===== config.mk =====
export PLATFORM = sky130hd
export DESIGN_NAME = cell_heat_colorizer_flat
export DESIGN_NICKNAME = d
export VERILOG_FILES = /design/src/chc_pkg.sv /design/src/chc_cell_if.sv /design/src/chc_pixel_if.sv /design/src/chc_front.sv /design/src/chc_tint.sv /design/src/chc_lava.sv /design/src/cell_heat_colorizer.sv /design/src/flat_wrapper.sv
export SDC_FILE = /design/constraint.sdc
export NUM_CORES = 1
export LEC_CHECK = 0
export BUFFER_PORTS_ARGS = -buffer_cell sky130_fd_sc_hd__clkbuf_2
export CORE_MARGIN = 2
export CORE_UTILIZATION = 50
export CTS_BUF_LIST = sky130_fd_sc_hd__clkbuf_4 sky130_fd_sc_hd__clkbuf_8
export CTS_CLUSTER_SIZE = 40
export DETAILED_ROUTE_END_ITERATION = 12
export GPL_ROUTABILITY_DRIVEN = 0
export GPL_TIMING_DRIVEN = 0
export PLACE_DENSITY = 0.69
export SYNTH_ARGS = -nofsm -noshare
export SYNTH_HDL_FRONTEND = slang
export SYNTH_HIERARCHICAL = 1
export SYNTH_SLANG_ARGS = --single-unit

===== constraint.sdc =====
create_clock -name clk -period 7.3 [get_ports clk]
set_input_delay 1.46 -clock clk [delete_from_list [all_inputs] [get_ports clk]]
set_output_delay 1.46 -clock clk [all_outputs]
set_load 0.01 [all_outputs]

===== src/chc_pkg.sv =====
package chc_pkg;

	// Material codes of cell_type; codes 8 to 15 are invalid.
	localparam logic [3:0] MAT_EMPTY = 4'd0;
	localparam logic [3:0] MAT_WALL  = 4'd1;
	localparam logic [3:0] MAT_SAND  = 4'd2;
	localparam logic [3:0] MAT_WATER = 4'd3;
	localparam logic [3:0] MAT_OIL   = 4'd4;
	localparam logic [3:0] MAT_FIRE  = 4'd5;
	localparam logic [3:0] MAT_SMOKE = 4'd6;
	localparam logic [3:0] MAT_LAVA  = 4'd7;

	// Register stages from the input transfer to the output register.
	localparam int STAGES = 5;

	// ceil(2^20 / 127): exact quotient for dividends below 16644.
	localparam logic [13:0] RECIP127 = 14'd8257;

	typedef struct packed {
		logic [7:0] red;
		logic [7:0] green;
		logic [7:0] blue;
	} rgb_t;

	typedef struct packed {
		logic       is_lava;
		logic [3:0] cell_type;
		logic [5:0] heat;      // 0..60
		logic [5:0] mob;       // 0..40
		logic [2:0] strength;  // 0..4
		logic [7:0] fold_ph;
		logic [7:0] pulse_ph;
	} front_t;

	typedef struct packed {
		logic s2;
		logic s3;
		logic s4;
	} lava_en_t;

	// v / 3 for v below 128.
	function automatic logic [5:0] div3_7(input logic [6:0] v);
		logic [13:0] p;
		p = {7'b0, v} * 14'd43;
		return p[12:7];
	endfunction

	// v / 10 for v below 128.
	function automatic logic [3:0] div10_7(input logic [6:0] v);
		logic [14:0] p;
		p = {8'b0, v} * 15'd205;
		return p[14:11];
	endfunction

	// v / 6 for v below 64.
	function automatic logic [3:0] div6_6(input logic [5:0] v);
		logic [11:0] p;
		p = {6'b0, v} * 12'd43;
		return p[11:8];
	endfunction

	function automatic logic [7:0] sat8(input logic [8:0] v);
		return v[8] ? 8'hFF : v[7:0];
	endfunction

endpackage


===== src/chc_cell_if.sv =====
interface chc_cell_if #(parameter int COORD_BITS = 12) ();
	logic                  valid;
	logic                  ready;
	logic [3:0]            cell_type;
	logic signed [15:0]    temperature;
	logic signed [7:0]     flow_direction;
	logic [7:0]            flow_level;
	logic [COORD_BITS-1:0] pos_x;
	logic [COORD_BITS-1:0] pos_y;
	logic [15:0]           frame_tick;

	modport source (
		output valid, cell_type, temperature, flow_direction, flow_level,
		output pos_x, pos_y, frame_tick,
		input  ready
	);
	modport sink (
		input  valid, cell_type, temperature, flow_direction, flow_level,
		input  pos_x, pos_y, frame_tick,
		output ready
	);
endinterface


===== src/chc_pixel_if.sv =====
interface chc_pixel_if ();
	logic       valid;
	logic       ready;
	logic [7:0] red;
	logic [7:0] green;
	logic [7:0] blue;

	modport source (output valid, red, green, blue, input ready);
	modport sink (input valid, red, green, blue, output ready);
endinterface


===== src/chc_front.sv =====
module chc_front #(
	parameter int COORD_BITS = 12
) (
	input  logic                  clk,
	input  logic                  en,
	input  logic [3:0]            cell_type,
	input  logic signed [15:0]    temperature,
	input  logic signed [7:0]     flow_direction,
	input  logic [7:0]            flow_level,
	input  logic [COORD_BITS-1:0] pos_x,
	input  logic [COORD_BITS-1:0] pos_y,
	input  logic [15:0]           frame_tick,
	output chc_pkg::front_t       front_s1
);

	localparam logic [7:0] BIAS_ZERO = 8'd2;
	localparam logic [7:0] BIAS_POS  = 8'd5;
	localparam logic [7:0] BIAS_NEG  = 8'd251;  // -5 modulo 256

	logic [16:0] heat_off;
	logic [16:0] mob_off;
	logic [21:0] mob_prod;
	logic [7:0]  bias;
	logic [7:0]  t8;
	logic [7:0]  x8;
	logic [7:0]  y8;
	logic [7:0]  dir8;
	logic [7:0]  s8;
	chc_pkg::front_t front_d;

	assign t8   = frame_tick[7:0];
	assign x8   = pos_x[7:0];
	assign y8   = pos_y[7:0];
	assign dir8 = flow_direction;

	// Offsets are taken in 17 bits so the sign bit shows a value below zero.
	assign heat_off = {temperature[15], temperature} - 17'd20;
	assign mob_off  = {temperature[15], temperature} - 17'd180;
	assign mob_prod = {12'b0, mob_off[9:0]} * 22'd3641;

	always_comb begin
		front_d.is_lava   = (cell_type == chc_pkg::MAT_LAVA);
		front_d.cell_type = cell_type;

		if (heat_off[16] || heat_off == '0) begin
			front_d.heat = 6'd0;
		end else if (heat_off >= 17'd240) begin
			front_d.heat = 6'd60;
		end else begin
			front_d.heat = heat_off[7:2];
		end

		// Division by 18 through its reciprocal, exact below 720.
		if (mob_off[16] || mob_off == '0) begin
			front_d.mob = 6'd0;
		end else if (mob_off >= 17'd720) begin
			front_d.mob = 6'd40;
		end else begin
			front_d.mob = mob_prod[21:16];
		end

		front_d.strength = (flow_level > 8'd4) ? 3'd4 : flow_level[2:0];
		s8 = {5'b0, front_d.strength};

		if (dir8 == '0) begin
			bias = BIAS_ZERO;
		end else if (dir8[7]) begin
			bias = BIAS_NEG;
		end else begin
			bias = BIAS_POS;
		end

		// Only the low eight bits of either phase reach the waves.
		front_d.fold_ph  = t8 * 8'd3 + bias * x8 + y8 * 8'd7 + s8 * 8'd13;
		front_d.pulse_ph = (s8 + 8'd4) * t8 + x8 * 8'd17 - y8 * 8'd11 + dir8 * 8'd19;
	end

	always_ff @(posedge clk) begin
		if (en) begin
			front_s1 <= front_d;
		end
	end

endmodule


===== src/chc_tint.sv =====
module chc_tint (
	input  logic [3:0]    cell_type,
	input  logic [5:0]    heat,
	output chc_pkg::rgb_t rgb
);

	logic [6:0] heat2;
	logic [6:0] glow_sand;
	logic [5:0] glow_water;
	logic [6:0] glow_oil;
	logic [8:0] oil_g3;
	logic [5:0] glow_smoke;

	assign heat2      = {heat, 1'b0};
	assign glow_sand  = (heat2 > 7'd100) ? 7'd100 : heat2;
	assign glow_water = (heat > 6'd48) ? 6'd48 : heat;
	assign glow_oil   = (heat2 > 7'd110) ? 7'd110 : heat2;
	assign oil_g3     = {2'b0, glow_oil} * 9'd3;
	assign glow_smoke = (heat > 6'd55) ? 6'd55 : heat;

	// Channel sums wrap to eight bits.
	always_comb begin
		unique case (cell_type)
			chc_pkg::MAT_EMPTY: begin
				rgb = '0;
			end
			chc_pkg::MAT_WALL: begin
				rgb.red   = 8'd100 + {2'b0, heat};
				rgb.green = 8'd100 + {3'b0, heat[5:1]};
				rgb.blue  = 8'd110 - {2'b0, chc_pkg::div3_7({1'b0, heat})};
			end
			chc_pkg::MAT_SAND: begin
				rgb.red   = 8'd210 + {2'b0, chc_pkg::div3_7(glow_sand)};
				rgb.green = 8'd185 + {4'b0, chc_pkg::div10_7(glow_sand)};
				// Never falls below its floor of 35, so no clamp is needed.
				rgb.blue  = 8'd85 - {2'b0, glow_sand[6:1]};
			end
			chc_pkg::MAT_WATER: begin
				rgb.red   = 8'd70 + {2'b0, chc_pkg::div3_7({1'b0, glow_water})};
				rgb.green = 8'd125 + {3'b0, glow_water[5:1]};
				rgb.blue  = 8'd235 - {4'b0, glow_water[5:2]};
			end
			chc_pkg::MAT_OIL: begin
				rgb.red   = 8'd35 + {1'b0, glow_oil};
				rgb.green = 8'd35 + {1'b0, oil_g3[8:2]};
				rgb.blue  = 8'd45 + {3'b0, glow_oil[6:2]};
			end
			chc_pkg::MAT_FIRE: begin
				rgb.red   = 8'd220 + {3'b0, heat[5:1]};
				rgb.green = 8'd90 + {2'b0, heat};
				rgb.blue  = 8'd25;
			end
			chc_pkg::MAT_SMOKE: begin
				rgb.red   = 8'd140 + {2'b0, glow_smoke};
				rgb.green = 8'd140 + {2'b0, glow_smoke};
				rgb.blue  = 8'd150 + {3'b0, glow_smoke[5:1]};
			end
			chc_pkg::MAT_LAVA: begin
				// Lava is colored by the animation path.
				rgb = '0;
			end
			default: begin
				rgb.red   = 8'hFF;
				rgb.green = 8'h00;
				rgb.blue  = 8'hFF;
			end
		endcase
	end

endmodule


===== src/chc_lava.sv =====
module chc_lava (
	input  logic              clk,
	input  chc_pkg::lava_en_t en,
	input  chc_pkg::front_t   front,
	output chc_pkg::rgb_t     rgb
);

	// Stage 2: triangle waves as sign and magnitude around 127, amplitudes.
	logic [7:0]  fold_tri;
	logic [7:0]  pulse_tri;
	logic [6:0]  fmag_s2;
	logic        fneg_s2;
	logic [6:0]  pmag_s2;
	logic        pneg_s2;
	logic [5:0]  famp_s2;
	logic [4:0]  pamp_s2;
	logic [5:0]  heat_s2;

	// Stage 3: scaled wave products.
	logic [12:0] fprod_s3;
	logic        fneg_s3;
	logic [11:0] pprod_s3;
	logic        pneg_s3;
	logic [5:0]  heat_s3;

	// Stage 4: products divided by 127.
	logic [26:0] fq_full;
	logic [25:0] pq_full;
	logic [5:0]  fq_s4;
	logic        fneg_s4;
	logic [4:0]  pq_s4;
	logic        pneg_s4;
	logic [5:0]  heat_s4;

	logic [5:0]  f_up;
	logic [4:0]  f_dn;
	logic [3:0]  p_up;
	logic [5:0]  p_third;
	logic [5:0]  p_dn;
	logic [5:0]  p_blue;
	logic [6:0]  bright;
	logic [5:0]  dark;
	logic [8:0]  r_sum;
	logic [8:0]  g_sum;
	logic [8:0]  b_sum;

	assign fold_tri  = {front.fold_ph[7] ? ~front.fold_ph[6:0] : front.fold_ph[6:0], 1'b0};
	assign pulse_tri = {front.pulse_ph[7] ? ~front.pulse_ph[6:0] : front.pulse_ph[6:0],
		1'b0};

	always_ff @(posedge clk) begin
		if (en.s2) begin
			fneg_s2 <= (fold_tri < 8'd127);
			fmag_s2 <= (fold_tri < 8'd127) ? 7'(8'd127 - fold_tri) : 7'(fold_tri - 8'd127);
			pneg_s2 <= (pulse_tri < 8'd127);
			pmag_s2 <= (pulse_tri < 8'd127) ? 7'(8'd127 - pulse_tri)
				: 7'(pulse_tri - 8'd127);
			famp_s2 <= 6'd8 + {1'b0, front.mob[5:1]} + {1'b0, front.strength, 2'b0};
			pamp_s2 <= 5'd4 + {1'b0, chc_pkg::div6_6(front.mob)}
				+ {1'b0, front.strength, 1'b0};
			heat_s2 <= front.heat;
		end
	end

	always_ff @(posedge clk) begin
		if (en.s3) begin
			fprod_s3 <= {6'b0, fmag_s2} * {7'b0, famp_s2};
			fneg_s3  <= fneg_s2;
			pprod_s3 <= {5'b0, pmag_s2} * {7'b0, pamp_s2};
			pneg_s3  <= pneg_s2;
			heat_s3  <= heat_s2;
		end
	end

	// Truncating division keeps the sign apart, so the quotient of the
	// magnitude is the magnitude of the quotient.
	assign fq_full = {14'b0, fprod_s3} * {13'b0, chc_pkg::RECIP127};
	assign pq_full = {14'b0, pprod_s3} * {12'b0, chc_pkg::RECIP127};

	always_ff @(posedge clk) begin
		if (en.s4) begin
			fq_s4   <= fq_full[25:20];
			fneg_s4 <= fneg_s3;
			pq_s4   <= pq_full[24:20];
			pneg_s4 <= pneg_s3;
			heat_s4 <= heat_s3;
		end
	end

	// Positive wave halves brighten, negative halves darken.
	assign p_third = chc_pkg::div3_7({2'b0, pq_s4});
	assign f_up    = fneg_s4 ? 6'd0 : fq_s4;
	assign f_dn    = fneg_s4 ? fq_s4[5:1] : 5'd0;
	assign p_up    = pneg_s4 ? 4'd0 : pq_s4[4:1];
	assign p_dn    = pneg_s4 ? p_third : 6'd0;
	assign p_blue  = pneg_s4 ? 6'd0 : p_third;
	assign bright  = {1'b0, f_up} + {3'b0, p_up};
	assign dark    = {1'b0, f_dn} + p_dn;

	// Bright is at most 53 and dark at most 28, so red and green never
	// drop below zero; only the top needs clamping.
	assign r_sum = 9'd185 + {3'b0, heat_s4} + {2'b0, bright} - {4'b0, dark[5:1]};
	assign g_sum = 9'd50 + {4'b0, heat_s4[5:1]} + {3'b0, bright[6:1]}
		- {3'b0, chc_pkg::div3_7({1'b0, dark})};
	assign b_sum = 9'd12 + {3'b0, p_blue};

	assign rgb.red   = chc_pkg::sat8(r_sum);
	assign rgb.green = chc_pkg::sat8(g_sum);
	assign rgb.blue  = chc_pkg::sat8(b_sum);

endmodule


===== src/cell_heat_colorizer.sv =====
// Colors one simulation cell per clock: each accepted transfer on grid gives exactly one
// opaque pixel (red, green, blue; alpha is implied 255) on pixel, in order. Static
// materials are tinted by a heat level taken from the temperature; lava is animated from
// frame_tick, the cell position and the flow inputs; invalid material codes give magenta.
// The block is a five-stage pipeline with a valid bit per stage, so a result leaves
// stage 5 when pixel is ready, and a new cell can be taken every cycle unless stalled.
// Stalls propagate stage by stage: an empty stage keeps accepting,
// so grid.ready only drops when all five stages hold a cell and pixel.ready is low.
// The depth is set by the lava path, which needs two multiplier stages (amplitude
// scaling, then division by 127 through a reciprocal). Only the low eight bits of
// pos_x, pos_y and frame_tick change the color; COORD_BITS (8 to 16) sets the width
// of the coordinate fields and must match the grid interface instance.
module cell_heat_colorizer #(
	parameter int COORD_BITS = 12
) (
	input  logic         clk,
	input  logic         arst_n,
	chc_cell_if.sink     grid,
	chc_pixel_if.source  pixel
);

	localparam int N = chc_pkg::STAGES;

	// vld_in[k] is the valid bit that stage k+1 loads; rdy[N+1] is the downstream ready.
	logic [N:1]   vld_q;
	logic [N-1:0] vld_in;
	logic [N+1:1] rdy;

	chc_pkg::front_t   front_s1;
	chc_pkg::rgb_t     tint_d;
	chc_pkg::rgb_t     lava_d;
	chc_pkg::lava_en_t lava_en;
	chc_pkg::rgb_t     tint_s2;
	chc_pkg::rgb_t     tint_s3;
	chc_pkg::rgb_t     tint_s4;
	logic              lava_s2;
	logic              lava_s3;
	logic              lava_s4;
	chc_pkg::rgb_t     rgb_s5;

	// A stage may load when it is empty or when its content moves on this cycle.
	always_comb begin
		rdy[N+1] = pixel.ready;
		for (int k = N; k >= 1; k--) begin
			rdy[k] = !vld_q[k] || rdy[k+1];
		end
	end

	assign vld_in     = {vld_q[N-1:1], grid.valid};
	assign grid.ready = rdy[1];

	always_ff @(posedge clk or negedge arst_n) begin
		if (!arst_n) begin
			vld_q <= '0;
		end else begin
			for (int k = 1; k <= N; k++) begin
				if (rdy[k]) begin
					vld_q[k] <= vld_in[k-1];
				end
			end
		end
	end

	// Stage 1: heat level, mobility, flow strength and the two wave phases.
	chc_front #(
		.COORD_BITS(COORD_BITS)
	) u_front (
		.clk           (clk),
		.en            (rdy[1]),
		.cell_type     (grid.cell_type),
		.temperature   (grid.temperature),
		.flow_direction(grid.flow_direction),
		.flow_level    (grid.flow_level),
		.pos_x         (grid.pos_x),
		.pos_y         (grid.pos_y),
		.frame_tick    (grid.frame_tick),
		.front_s1      (front_s1)
	);

	// Stage 2 input: the static material tint, which is then carried to the output.
	chc_tint u_tint (
		.cell_type(front_s1.cell_type),
		.heat     (front_s1.heat),
		.rgb      (tint_d)
	);

	// Stages 2 to 4: the lava animation; its color comes out after stage 4.
	assign lava_en.s2 = rdy[2];
	assign lava_en.s3 = rdy[3];
	assign lava_en.s4 = rdy[4];

	chc_lava u_lava (
		.clk  (clk),
		.en   (lava_en),
		.front(front_s1),
		.rgb  (lava_d)
	);

	always_ff @(posedge clk) begin
		if (rdy[2]) begin
			tint_s2 <= tint_d;
			lava_s2 <= front_s1.is_lava;
		end
		if (rdy[3]) begin
			tint_s3 <= tint_s2;
			lava_s3 <= lava_s2;
		end
		if (rdy[4]) begin
			tint_s4 <= tint_s3;
			lava_s4 <= lava_s3;
		end
		// Stage 5 is the output register; it holds while pixel stalls.
		if (rdy[5]) begin
			rgb_s5 <= lava_s4 ? lava_d : tint_s4;
		end
	end

	assign pixel.valid = vld_q[N];
	assign pixel.red   = rgb_s5.red;
	assign pixel.green = rgb_s5.green;
	assign pixel.blue  = rgb_s5.blue;

endmodule


===== src/flat_wrapper.sv =====
// flat-port wrapper written by rule: the top's interface ports become plain ports
module cell_heat_colorizer_flat 
#(
	parameter int COORD_BITS = 12
)
  (clk, arst_n, grid_valid, grid_cell_type, grid_temperature, grid_flow_direction, grid_flow_level, grid_pos_x, grid_pos_y, grid_frame_tick, grid_ready, pixel_valid, pixel_red, pixel_green, pixel_blue, pixel_ready);
  chc_cell_if #(.COORD_BITS(COORD_BITS)) grid_i ();
  chc_pixel_if pixel_i ();
  input  logic clk;
  input  logic arst_n;
  input wire logic [$bits(grid_i.valid)-1:0] grid_valid;
  input wire logic [$bits(grid_i.cell_type)-1:0] grid_cell_type;
  input wire logic [$bits(grid_i.temperature)-1:0] grid_temperature;
  input wire logic [$bits(grid_i.flow_direction)-1:0] grid_flow_direction;
  input wire logic [$bits(grid_i.flow_level)-1:0] grid_flow_level;
  input wire logic [$bits(grid_i.pos_x)-1:0] grid_pos_x;
  input wire logic [$bits(grid_i.pos_y)-1:0] grid_pos_y;
  input wire logic [$bits(grid_i.frame_tick)-1:0] grid_frame_tick;
  output wire logic [$bits(grid_i.ready)-1:0] grid_ready;
  output wire logic [$bits(pixel_i.valid)-1:0] pixel_valid;
  output wire logic [$bits(pixel_i.red)-1:0] pixel_red;
  output wire logic [$bits(pixel_i.green)-1:0] pixel_green;
  output wire logic [$bits(pixel_i.blue)-1:0] pixel_blue;
  input wire logic [$bits(pixel_i.ready)-1:0] pixel_ready;
  assign grid_i.valid = grid_valid;
  assign grid_i.cell_type = grid_cell_type;
  assign grid_i.temperature = grid_temperature;
  assign grid_i.flow_direction = grid_flow_direction;
  assign grid_i.flow_level = grid_flow_level;
  assign grid_i.pos_x = grid_pos_x;
  assign grid_i.pos_y = grid_pos_y;
  assign grid_i.frame_tick = grid_frame_tick;
  assign grid_ready = grid_i.ready;
  assign pixel_valid = pixel_i.valid;
  assign pixel_red = pixel_i.red;
  assign pixel_green = pixel_i.green;
  assign pixel_blue = pixel_i.blue;
  assign pixel_i.ready = pixel_ready;
  cell_heat_colorizer #(.COORD_BITS(COORD_BITS)) u_core (.clk(clk), .arst_n(arst_n), .grid(grid_i), .pixel(pixel_i));
endmodule

; Word-level counts from Yosys, hierarchy flattened
; Index checks and enable logic that the tools add are counted.
[word_totals]
out_inout_bits = 26
regBits = 225
[classes]
n_mux = 23
reduce_logical = 19
add_sub_neg = 42
n_lt_le_gt_ge = 9
mul = 21
eq_ne = 8
bitwise_logic = 2
[op_table]
columns = cell, count
row1 = 24-bit case mux with 7 select lines, 1
row2 = "6-bit by 6-bit multiplier with 12-bit output, second input constant", 4
row3 = 7-bit 2-to-1 mux, 6
row4 = 8-bit 2-to-1 mux, 5
row5 = 17-bit logical NOT, 2
row6 = 8-bit adder, 4
row7 = 6-bit 2-to-1 mux, 5
row8 = "13-bit by 14-bit multiplier with 26-bit output, second input constant", 1
row9 = "12-bit by 14-bit multiplier with 25-bit output, second input constant", 1
row10 = "7-bit by 5-bit adder with 8-bit output, first input constant", 3
row11 = "7-bit by 6-bit adder with 8-bit output, first input constant", 3
row12 = 24-bit 2-to-1 mux, 1
row13 = "10-bit by 12-bit multiplier with 22-bit output, second input constant", 1
row14 = "4-bit by 3-bit == test with 1-bit output, second input constant", 5
row15 = "17-bit by 10-bit greater-or-equal comparator with 1-bit output, second input constant", 1
row16 = "17-bit by 8-bit greater-or-equal comparator with 1-bit output, second input constant", 1
row17 = "16-bit by 6-bit subtractor with 17-bit output, second input constant", 1
row18 = "16-bit by 9-bit subtractor with 17-bit output, second input constant", 1
row19 = "6-bit by 7-bit adder with 8-bit output, first input constant", 2
row20 = "8-bit by 7-bit less-than comparator with 1-bit output, second input constant", 2
row21 = "8-bit by 5-bit multiplier with 8-bit output, second input constant", 2
row22 = "7-bit by 8-bit multiplier with 15-bit output, second input constant", 1
row23 = "6-bit by 5-bit adder with 7-bit output, first input constant", 2
row24 = "7-bit > comparator, second input constant", 2
row25 = 48 further kinds, 67

; Longest topological paths before layout
; Gate-level depths: netlist of the first run.
[depth]
word_depth = 7
ltp_mapped = 39
mapped_depth_nobuf = 39

; Cells and area by module
; Netlist of the first run, hierarchy kept.
[by_module_without_submodules]
columns = mod, cells_each, n_inst, area_each_um2
row1 = chc_lava, 837, 1, 9116.2
row2 = chc_front, 762, 1, 7702.4
row3 = chc_tint, 629, 1, 4924.7
row4 = cell_heat_colorizer, 143, 1, 3570.9

; Worst setup path before layout of the first run
; Ideal clock, no wire load.
[synth_timing]
kind = reg2reg
startpoint = reg u_core.u_lava.pq_s4[2]
endpoint = reg u_core.rgb_s5, in the netlist u_core/pixel.green[7], data pin
path_stages_with_launch = 37
setup_ps = 260
period_less_slack_ps = 8040
t_arrival_ps = 7779
path_slack_ps = -740
t_required_ps = 7040
cell_sequence = edfxtp_1 -> ha_1 -> ha_1 -> inv_1 -> fa_1 -> inv_1 -> ha_1 -> a31oi_1 -> o21ai_0 -> xor2_1 -> and2_1 -> ha_1 -> nor2b_1 -> o21ai_0 -> nand2_1 -> xnor2_1 -> ha_1 -> ha_1 -> fa_1 -> ha_1 -> and4b_1 -> a211oi_1 -> nor2_1 -> o21a_1 -> nor2_1 -> xnor2_1 -> ha_1 -> fa_1 -> inv_1 -> ha_1 -> fa_1 -> a21oi_1 -> nor2_1 -> nor2_1 -> nor2b_1 -> o21a_1 -> mux2_4
[synth_lines]
columns = item, line_no
row1 = start: declaration, chc_lava.sv:31  ; logic [4:0] pq_s4;
row2 = start signal: assignment, chc_lava.sv:84  ; pq_s4 <= pq_full[24:20];
row3 = end signal: assignment, cell_heat_colorizer.sv:114  ; rgb_s5 <= lava_s4 ? lava_d : tint_s4;
row4 = end: declaration, cell_heat_colorizer.sv:39  ; chc_pkg::rgb_t rgb_s5;

==> results of run 1 <==
## final cells by class
class	instances	area, sq um	share of cell area
sequential	223	6670	0.237
clock buffer	48	598	0.0213
tap	672	841	0.0299
multi-input combinational	1700	17300	0.615
clock inverter	18	161	0.00574
inverter	410	1540	0.0549
timing repair buffer	121	756	0.0269
buffer	40	246	0.00877
antenna	1	2.50	0.0000891
## critical path, delay by kind of cell, from the launching register on
family	cells	cell delay [ns]
compound gates	8	1.49
xor+xnor	3	0.57
fa+ha+maj	13	3.98
buf+inv	4	0.28
flops	1	0.45
mux	1	0.25
simple gates	7	0.82
## registers in the layout (all words and copies together), names as in the netlist, 12 cells and up
name                     flops
u_core/tint_s3              24
u_core/tint_s4              24
u_core/u_lava/pprod_s3      12
u_core/tint_s2              24
u_core/u_front/front_s1     36
u_core/u_lava/fprod_s3      13
## timing repair
action,4_1_cts,5_1_grt
buffers inserted,22,8
pin swaps,17,19
resized for setup,32,33
endpoints found under the setup margin,8,21
hold endpoints to repair,0,0
## path summary, 6_finish.rpt
check / start / slack (ns) / end / cells past startpoint
worst max-delay path: u_core/u_lava/pq_s4[2]$_DFFE_PP_ / -0.81 / u_core/pixel.green[7]$_DFFE_PP_ / 36
worst min-delay path: u_core/u_lava/heat_s3[1]$_DFFE_PP_ / 0.41 / u_core/u_lava/heat_s4[1]$_DFFE_PP_ / 0
worst max register to register: u_core/u_lava/pq_s4[2]$_DFFE_PP_ / -0.81 / u_core/pixel.green[7]$_DFFE_PP_ / 36
worst min register to register: u_core/u_lava/heat_s3[1]$_DFFE_PP_ / 0.41 / u_core/u_lava/heat_s4[1]$_DFFE_PP_ / 0
max in group asynchronous: arst_n / 6.42 / u_core/vld_q[5]$_DFFE_PN0P_ / 1
min in group asynchronous: arst_n / 0.74 / u_core/vld_q[4]$_DFFE_PN0P_ / 1
## cell families after synthesis
| family | count (synthesis) |
|---|---|
| buffers and inverters | 450 |
| adders and majority gates | 697 |
| and+or+nand+nor | 468 |
| DFF | 223 |
| muxes | 27 |
| xor gates and xnor gates | 194 |
| other | 1 |
| AOI/OAI and AO/OA | 311 |
## per-layer routing
layer / share of wire / track usage / wire length, microns / up-vias
met1: 0.44 / 0.266 / 22900 / 8348
li1: - / - / - / 8433
met2: 0.48 / 0.350 / 25200 / 490
met5: 0.00025 / 0 / 13 / -
met4: 0.030 / 0.0635 / 1560 / 2
met3: 0.055 / 0.0279 / 2880 / 131
## Yosys cell counts (8+ instances only)
library cell	number	share of area
a2111oi_0	8	0.0028
a211oi_1	15	0.0044
a21o_1	28	0.0083
a21oi_1	78	0.015
a221o_1	8	0.0032
a31oi_1	11	0.0027
and2_1	63	0.016
and3_1	14	0.0035
clkbuf_1	23	0.0034
edfxtp_1	218	0.26
fa_1	191	0.15
ha_1	506	0.25
inv_1	409	0.061
mux2_4	20	0.012
nand2_1	124	0.018
nand2b_1	20	0.0049
nand3_1	28	0.0055
nand4_1	9	0.0022
nor2_1	86	0.013
nor2b_1	35	0.0086
nor3_1	25	0.0049
nor4_1	8	0.0020
o211ai_1	8	0.0024
o21a_1	12	0.0036
o21ai_0	46	0.0091
o21bai_1	15	0.0044
o221ai_1	9	0.0031
or3_1	10	0.0025
xnor2_1	141	0.049
xor2_1	50	0.017
## per-stage QoR
stage / utilization / instance area [sq um]
after floorplan: - / 25400
after global placement: 0.533 / 26700
after detailed placement: 0.535 / 26800
after CTS: 0.557 / 27900
after global routing: 0.561 / 28100
final: 0.561 / 28100
==> results.toml, run 1 <==
[worst_setup_path]
worst-endpoint-required_ns = 7.60
setup.worst_path.start_class = "flop"
slowest_delay_ns = 0.51
worst-setup-path-type = "flop to flop"
crit_fanout = 4
worstSetupEndpointType = "flop"
cp_data_arrival_time_ns = 8.41
slowest_stage_cell_crit_path = "fa_1"

[placement]
place_inst = 3137
detailedPlace.worstSlack_ns = -1.27
place_hpwl_mm = 43.1
number_of_buffer_cells_added_on_primary_ports = 87

[sta]
rsz0062_at_grt = "yes"
min_period_ns = 8.11
timing_worst_slew_pin_value_ns = 1.45
worst_setup_slack_final_ns = -0.809
fin_worst_skew_ns = 0.0250
final.hold.worst_slack_ns = 0.406
timing.final.setup_violations = 6
share_of_the_cycle_needed_by_the_critical_path_after_routing = 1.11
max_slew_margin = 0.0238
final_max_slew_viols = 0
setup_tns_after_final_layout_ns = -3.73
final-hold-violation-count = 0
max_freq_mhz = 123

[hold_path]
worstHoldPathType = "flop to flop"

[logic_synthesis]
multiplexer_share_of_the_synthesized_area = 0.0148
yosysSeqAreaShare = 0.264
complex_gate_fraction_of_the_synthesized_area = 0.0852
yosys.area_share.simple = 0.0965
synth.avg_cell_area_sq_um = 10.7
asyncSetResetFlopFracSynth = 0.0224
synth_top_family_by_area = "adder cells"
synth_area_sq_mm = 0.0253
synth.ff_latch_count = 223
number_of_enable_type_register_cells_in_the_synthesized_netlist = 218
ys.warnings.count = 6
postSynth.topFlopCell = "edfxtp_1"
yosys.area_share.adder = 0.401
synth_xor_xnor_area_share = 0.0685
post_synth_num_cell_types = 93
syn_inst = 2371

[clock_network]
clock_tree.buffer_depth = 3
ctsHoldBuffers = 0
cts.sinks = 223
cts-htree-levels = 2
clkLatencyLatePin_ns = 0.55
cts.clk_slew.worst_paths_ns = 0.06
cts_tree = "built"
clk_root_buffer_cell = "clkbuf_8"
tritoncts.num_buffers = 37

[floorplanning]
area_of_the_placeable_core_sq_mm = 0.0501
initial_utilization = 0.506
core.rowCount = 82
die_width_microns = 229
die_h_microns = 229
floorplan_die_area_sq_mm = 0.0524
floorplan.io_pins = 106

[cells_and_area]
final_layout_size_suffix_gt1_frac = 0.118
layout.cells.most_common_list = "ha_1, inv_1, edfxtp_1, fa_1, xnor2_1"
finish.net_count = 3310
flow.area_growth_from_synthesis_pct = 11.0
layout_commonest_cell = "ha_1"
final_cells = 3233
fillerInstances = 4239

[global_routing]
grt.total_usage = 0.204
antenna_found_initial = 2
maximum_number_of_pins_on_one_net_before_global_route_repair = 38
grt.overflow.total = 0
grt_pass1_wl_mm = 88.0
grt_pass1_vias = 18118

[detailed_routing]
remaining_drc_errors = 0
final_antenna_net_count = 0
totalWireLength_mm = 52.6
via_count = 17404
routed_wire_length_per_instance_microns = 16.3
dr_pass1_iterations = 6
drt-initial-drc-count = 1261
routed_via_density = 5.38

[status]
failing_checks = "setup timing"
run_status = "complete, but fails checks"

[job]
drv_cap = 0
Power of run 1 is left out: the tool's default activity adds up to more than one toggle a clock period on the data nets, which glitch-free logic cannot reach.
==> run 2: changes to the inputs <==
CORE_UTILIZATION = 37   (was 50)
PLACE_DENSITY = not set   (was 0.69)
==> run 2 against run 1 <==
Net effect:
- the run still ends with setup timing left
- largest cell class unchanged
- sequential cell count stayed put
- clock-buffer cell count is 1 higher
- register-to-register slack better by 0.06 ns
- first-iteration DRC count shrank 18%
- global-route usage shrank 4.8 points
- die area grew 34%
- critical path type unchanged
- highest routed layer unchanged
- non-clock buffer count decreased by 1
==> results.toml, run 2 (synthesized netlist as in run 1, its figures left out) <==
[status]
run_status = "complete, but fails checks"
failing_checks = "setup timing"

[sta]
final-hold-violation-count = 0
worst_setup_slack_final_ns = -0.750
fin_worst_skew_ns = 0.0365
max_freq_mhz = 124
final.hold.worst_slack_ns = 0.389
rsz0062_at_grt = "yes"
timing_worst_slew_pin_value_ns = 1.41
setup_tns_after_final_layout_ns = -3.40
share_of_the_cycle_needed_by_the_critical_path_after_routing = 1.10
timing.final.setup_violations = 6
min_period_ns = 8.05
final_max_slew_viols = 0
max_slew_margin = 0.0526

[detailed_routing]
drt-initial-drc-count = 1030
totalWireLength_mm = 53.7
remaining_drc_errors = 0
routed_wire_length_per_instance_microns = 15.6
routed_via_density = 5.03
dr_pass1_iterations = 6
final_antenna_net_count = 0
via_count = 17291

[clock_network]
cts.clk_slew.worst_paths_ns = 0.06
ctsHoldBuffers = 0
clk_root_buffer_cell = "clkbuf_8"
clkLatencyLatePin_ns = 0.58
cts.sinks = 223
cts_tree = "built"
cts-htree-levels = 2
tritoncts.num_buffers = 38
clock_tree.buffer_depth = 3

[floorplanning]
initial_utilization = 0.376
core.rowCount = 95
die_h_microns = 266
floorplan.io_pins = 106
area_of_the_placeable_core_sq_mm = 0.0674
die_width_microns = 266
floorplan_die_area_sq_mm = 0.0705

[worst_setup_path]
timing.critical_path.to = "u_core/pixel.green[7]$_DFFE_PP_"
slowest_delay_ns = 0.55
r2r_start = "u_core/u_lava/pq_s4[3]$_DFFE_PP_"
worstSetupEndpointType = "flop"
worstSetupPathDepth = 37
setup.reg_to_reg.worst_slack_ns = -0.75
path_delay_family = "adder cells"
setup.worst_path.start_class = "flop"
crit_path_start = "u_core/u_lava/pq_s4[3]$_DFFE_PP_"
crit_fanout = 4
critical_path_buf_inv_count = 5
r2r_cells = 37
worst-setup-path-type = "flop to flop"
slowest_stage_cell_crit_path = "fa_2"
worst-endpoint-required_ns = 7.63
worst_r2r_endpoint = "u_core/pixel.green[7]$_DFFE_PP_"
cp_data_arrival_time_ns = 8.38

[cells_and_area]
layout_commonest_cell = "ha_1"
final_cell_area_sq_mm = 0.0284
final_cells = 3437
largest_register_ff_count = 36
finish.net_count = 3310
flow.area_growth_from_synthesis_pct = 12.0
final_layout_size_suffix_gt1_frac = 0.118
layout.cells.most_common_list = "ha_1, inv_1, edfxtp_1, fa_1, xnor2_1"
regMostFlops = "u_core/u_front/front_s1"

[global_routing]
antenna_found_initial = 5
grt_use_met3 = 0.0283
grtUsageMet2 = 0.262
grt_pass1_wl_mm = 89.3
top_usage_layer = "met2"
maximum_number_of_pins_on_one_net_before_global_route_repair = 38
grt.overflow.total = 0
grt.total_usage = 0.155
grt_util_met1 = 0.198
grt_pass1_vias = 18248

[placement]
number_of_buffer_cells_added_on_primary_ports = 87
placed_area_sq_mm = 0.0271
place_inst = 3338
place_hpwl_mm = 44.4

[hold_path]
worstHoldPathType = "flop to flop"

[job]
drv_cap = 0
## run 2: cell types whose count changed in the layout (fill, tap and decap cells not counted), moves of 3 or more
cell / change
a21oi_1: +3
buf_4: -4
buf_6: +3
clkinv_1: -6
clkinv_2: +5
ha_1: -3
ha_4: +3
xnor2_1: +5
xnor2_2: -6
## run 2: metal layers
metal	vias to the layer above	wire (microns)
li1	8434	-
met1	8260	23800
met2	465	24900
met3	126	3010
met4	6	1880
met5	-	49
## run 2: how the worst min path moves through the flow
stage	depth (start not counted)	slack (ns)	endpoint	start
floorplan	0	0.40	u_core/lava_s2$_DFFE_PP_	u_core/u_front/front_s1[35]$_DFFE_PP_
global placement	0	0.40	u_core/tint_s4[22]$_DFFE_PP_	u_core/tint_s3[22]$_DFFE_PP_
detailed placement	0	0.40	u_core/tint_s3[10]$_DFFE_PP_	u_core/tint_s2[10]$_DFFE_PP_
CTS	0	0.39	u_core/tint_s4[9]$_DFFE_PP_	u_core/tint_s3[9]$_DFFE_PP_
global route	0	0.40	u_core/tint_s4[8]$_DFFE_PP_	u_core/tint_s3[8]$_DFFE_PP_
finish	0	0.39	u_core/tint_s4[9]$_DFFE_PP_	u_core/tint_s3[9]$_DFFE_PP_
## run 2: area by class of cell
cell class	count	area, sq um
multi-input cells	1700	17300
clock buffers	49	612
clock inverters	19	181
well taps	873	1090
plain buffers	40	241
flip-flops and latches	223	6670
inverters	410	1540
repair buffers	120	759
fillers	6343	39000
diodes	3	7.51
## run 2: repair_timing
action	CTS	global route
resized for setup	23	32
pin swaps	35	41
setup endpoints to repair	8	13
buffers inserted	14	13
## run 2: metrics by stage
| stage | utilization | worst slack, ns |
|---|---|---|
| after floorplan | - | -0.443 |
| after global placement | 0.400 | -1.02 |
| after detailed placement | 0.401 | -1.24 |
| after CTS | 0.417 | -0.790 |
| after global routing | 0.421 | -1.10 |
| final | 0.421 | -0.750 |
## run 2: worst reg2reg max path, delay by kind of cell, from the launching register on
family / cells / cell delay, ns
XOR/XNOR: 3 / 0.64
flip-flops: 1 / 0.41
adder cells (fa/ha/maj): 12 / 4.06
multiplexers: 1 / 0.25
AND/OR/NAND/NOR: 7 / 0.68
AO/OA/AOI/OAI: 9 / 1.41
buffers and inverters: 5 / 0.38
Power of run 2 is left out for the same reason.
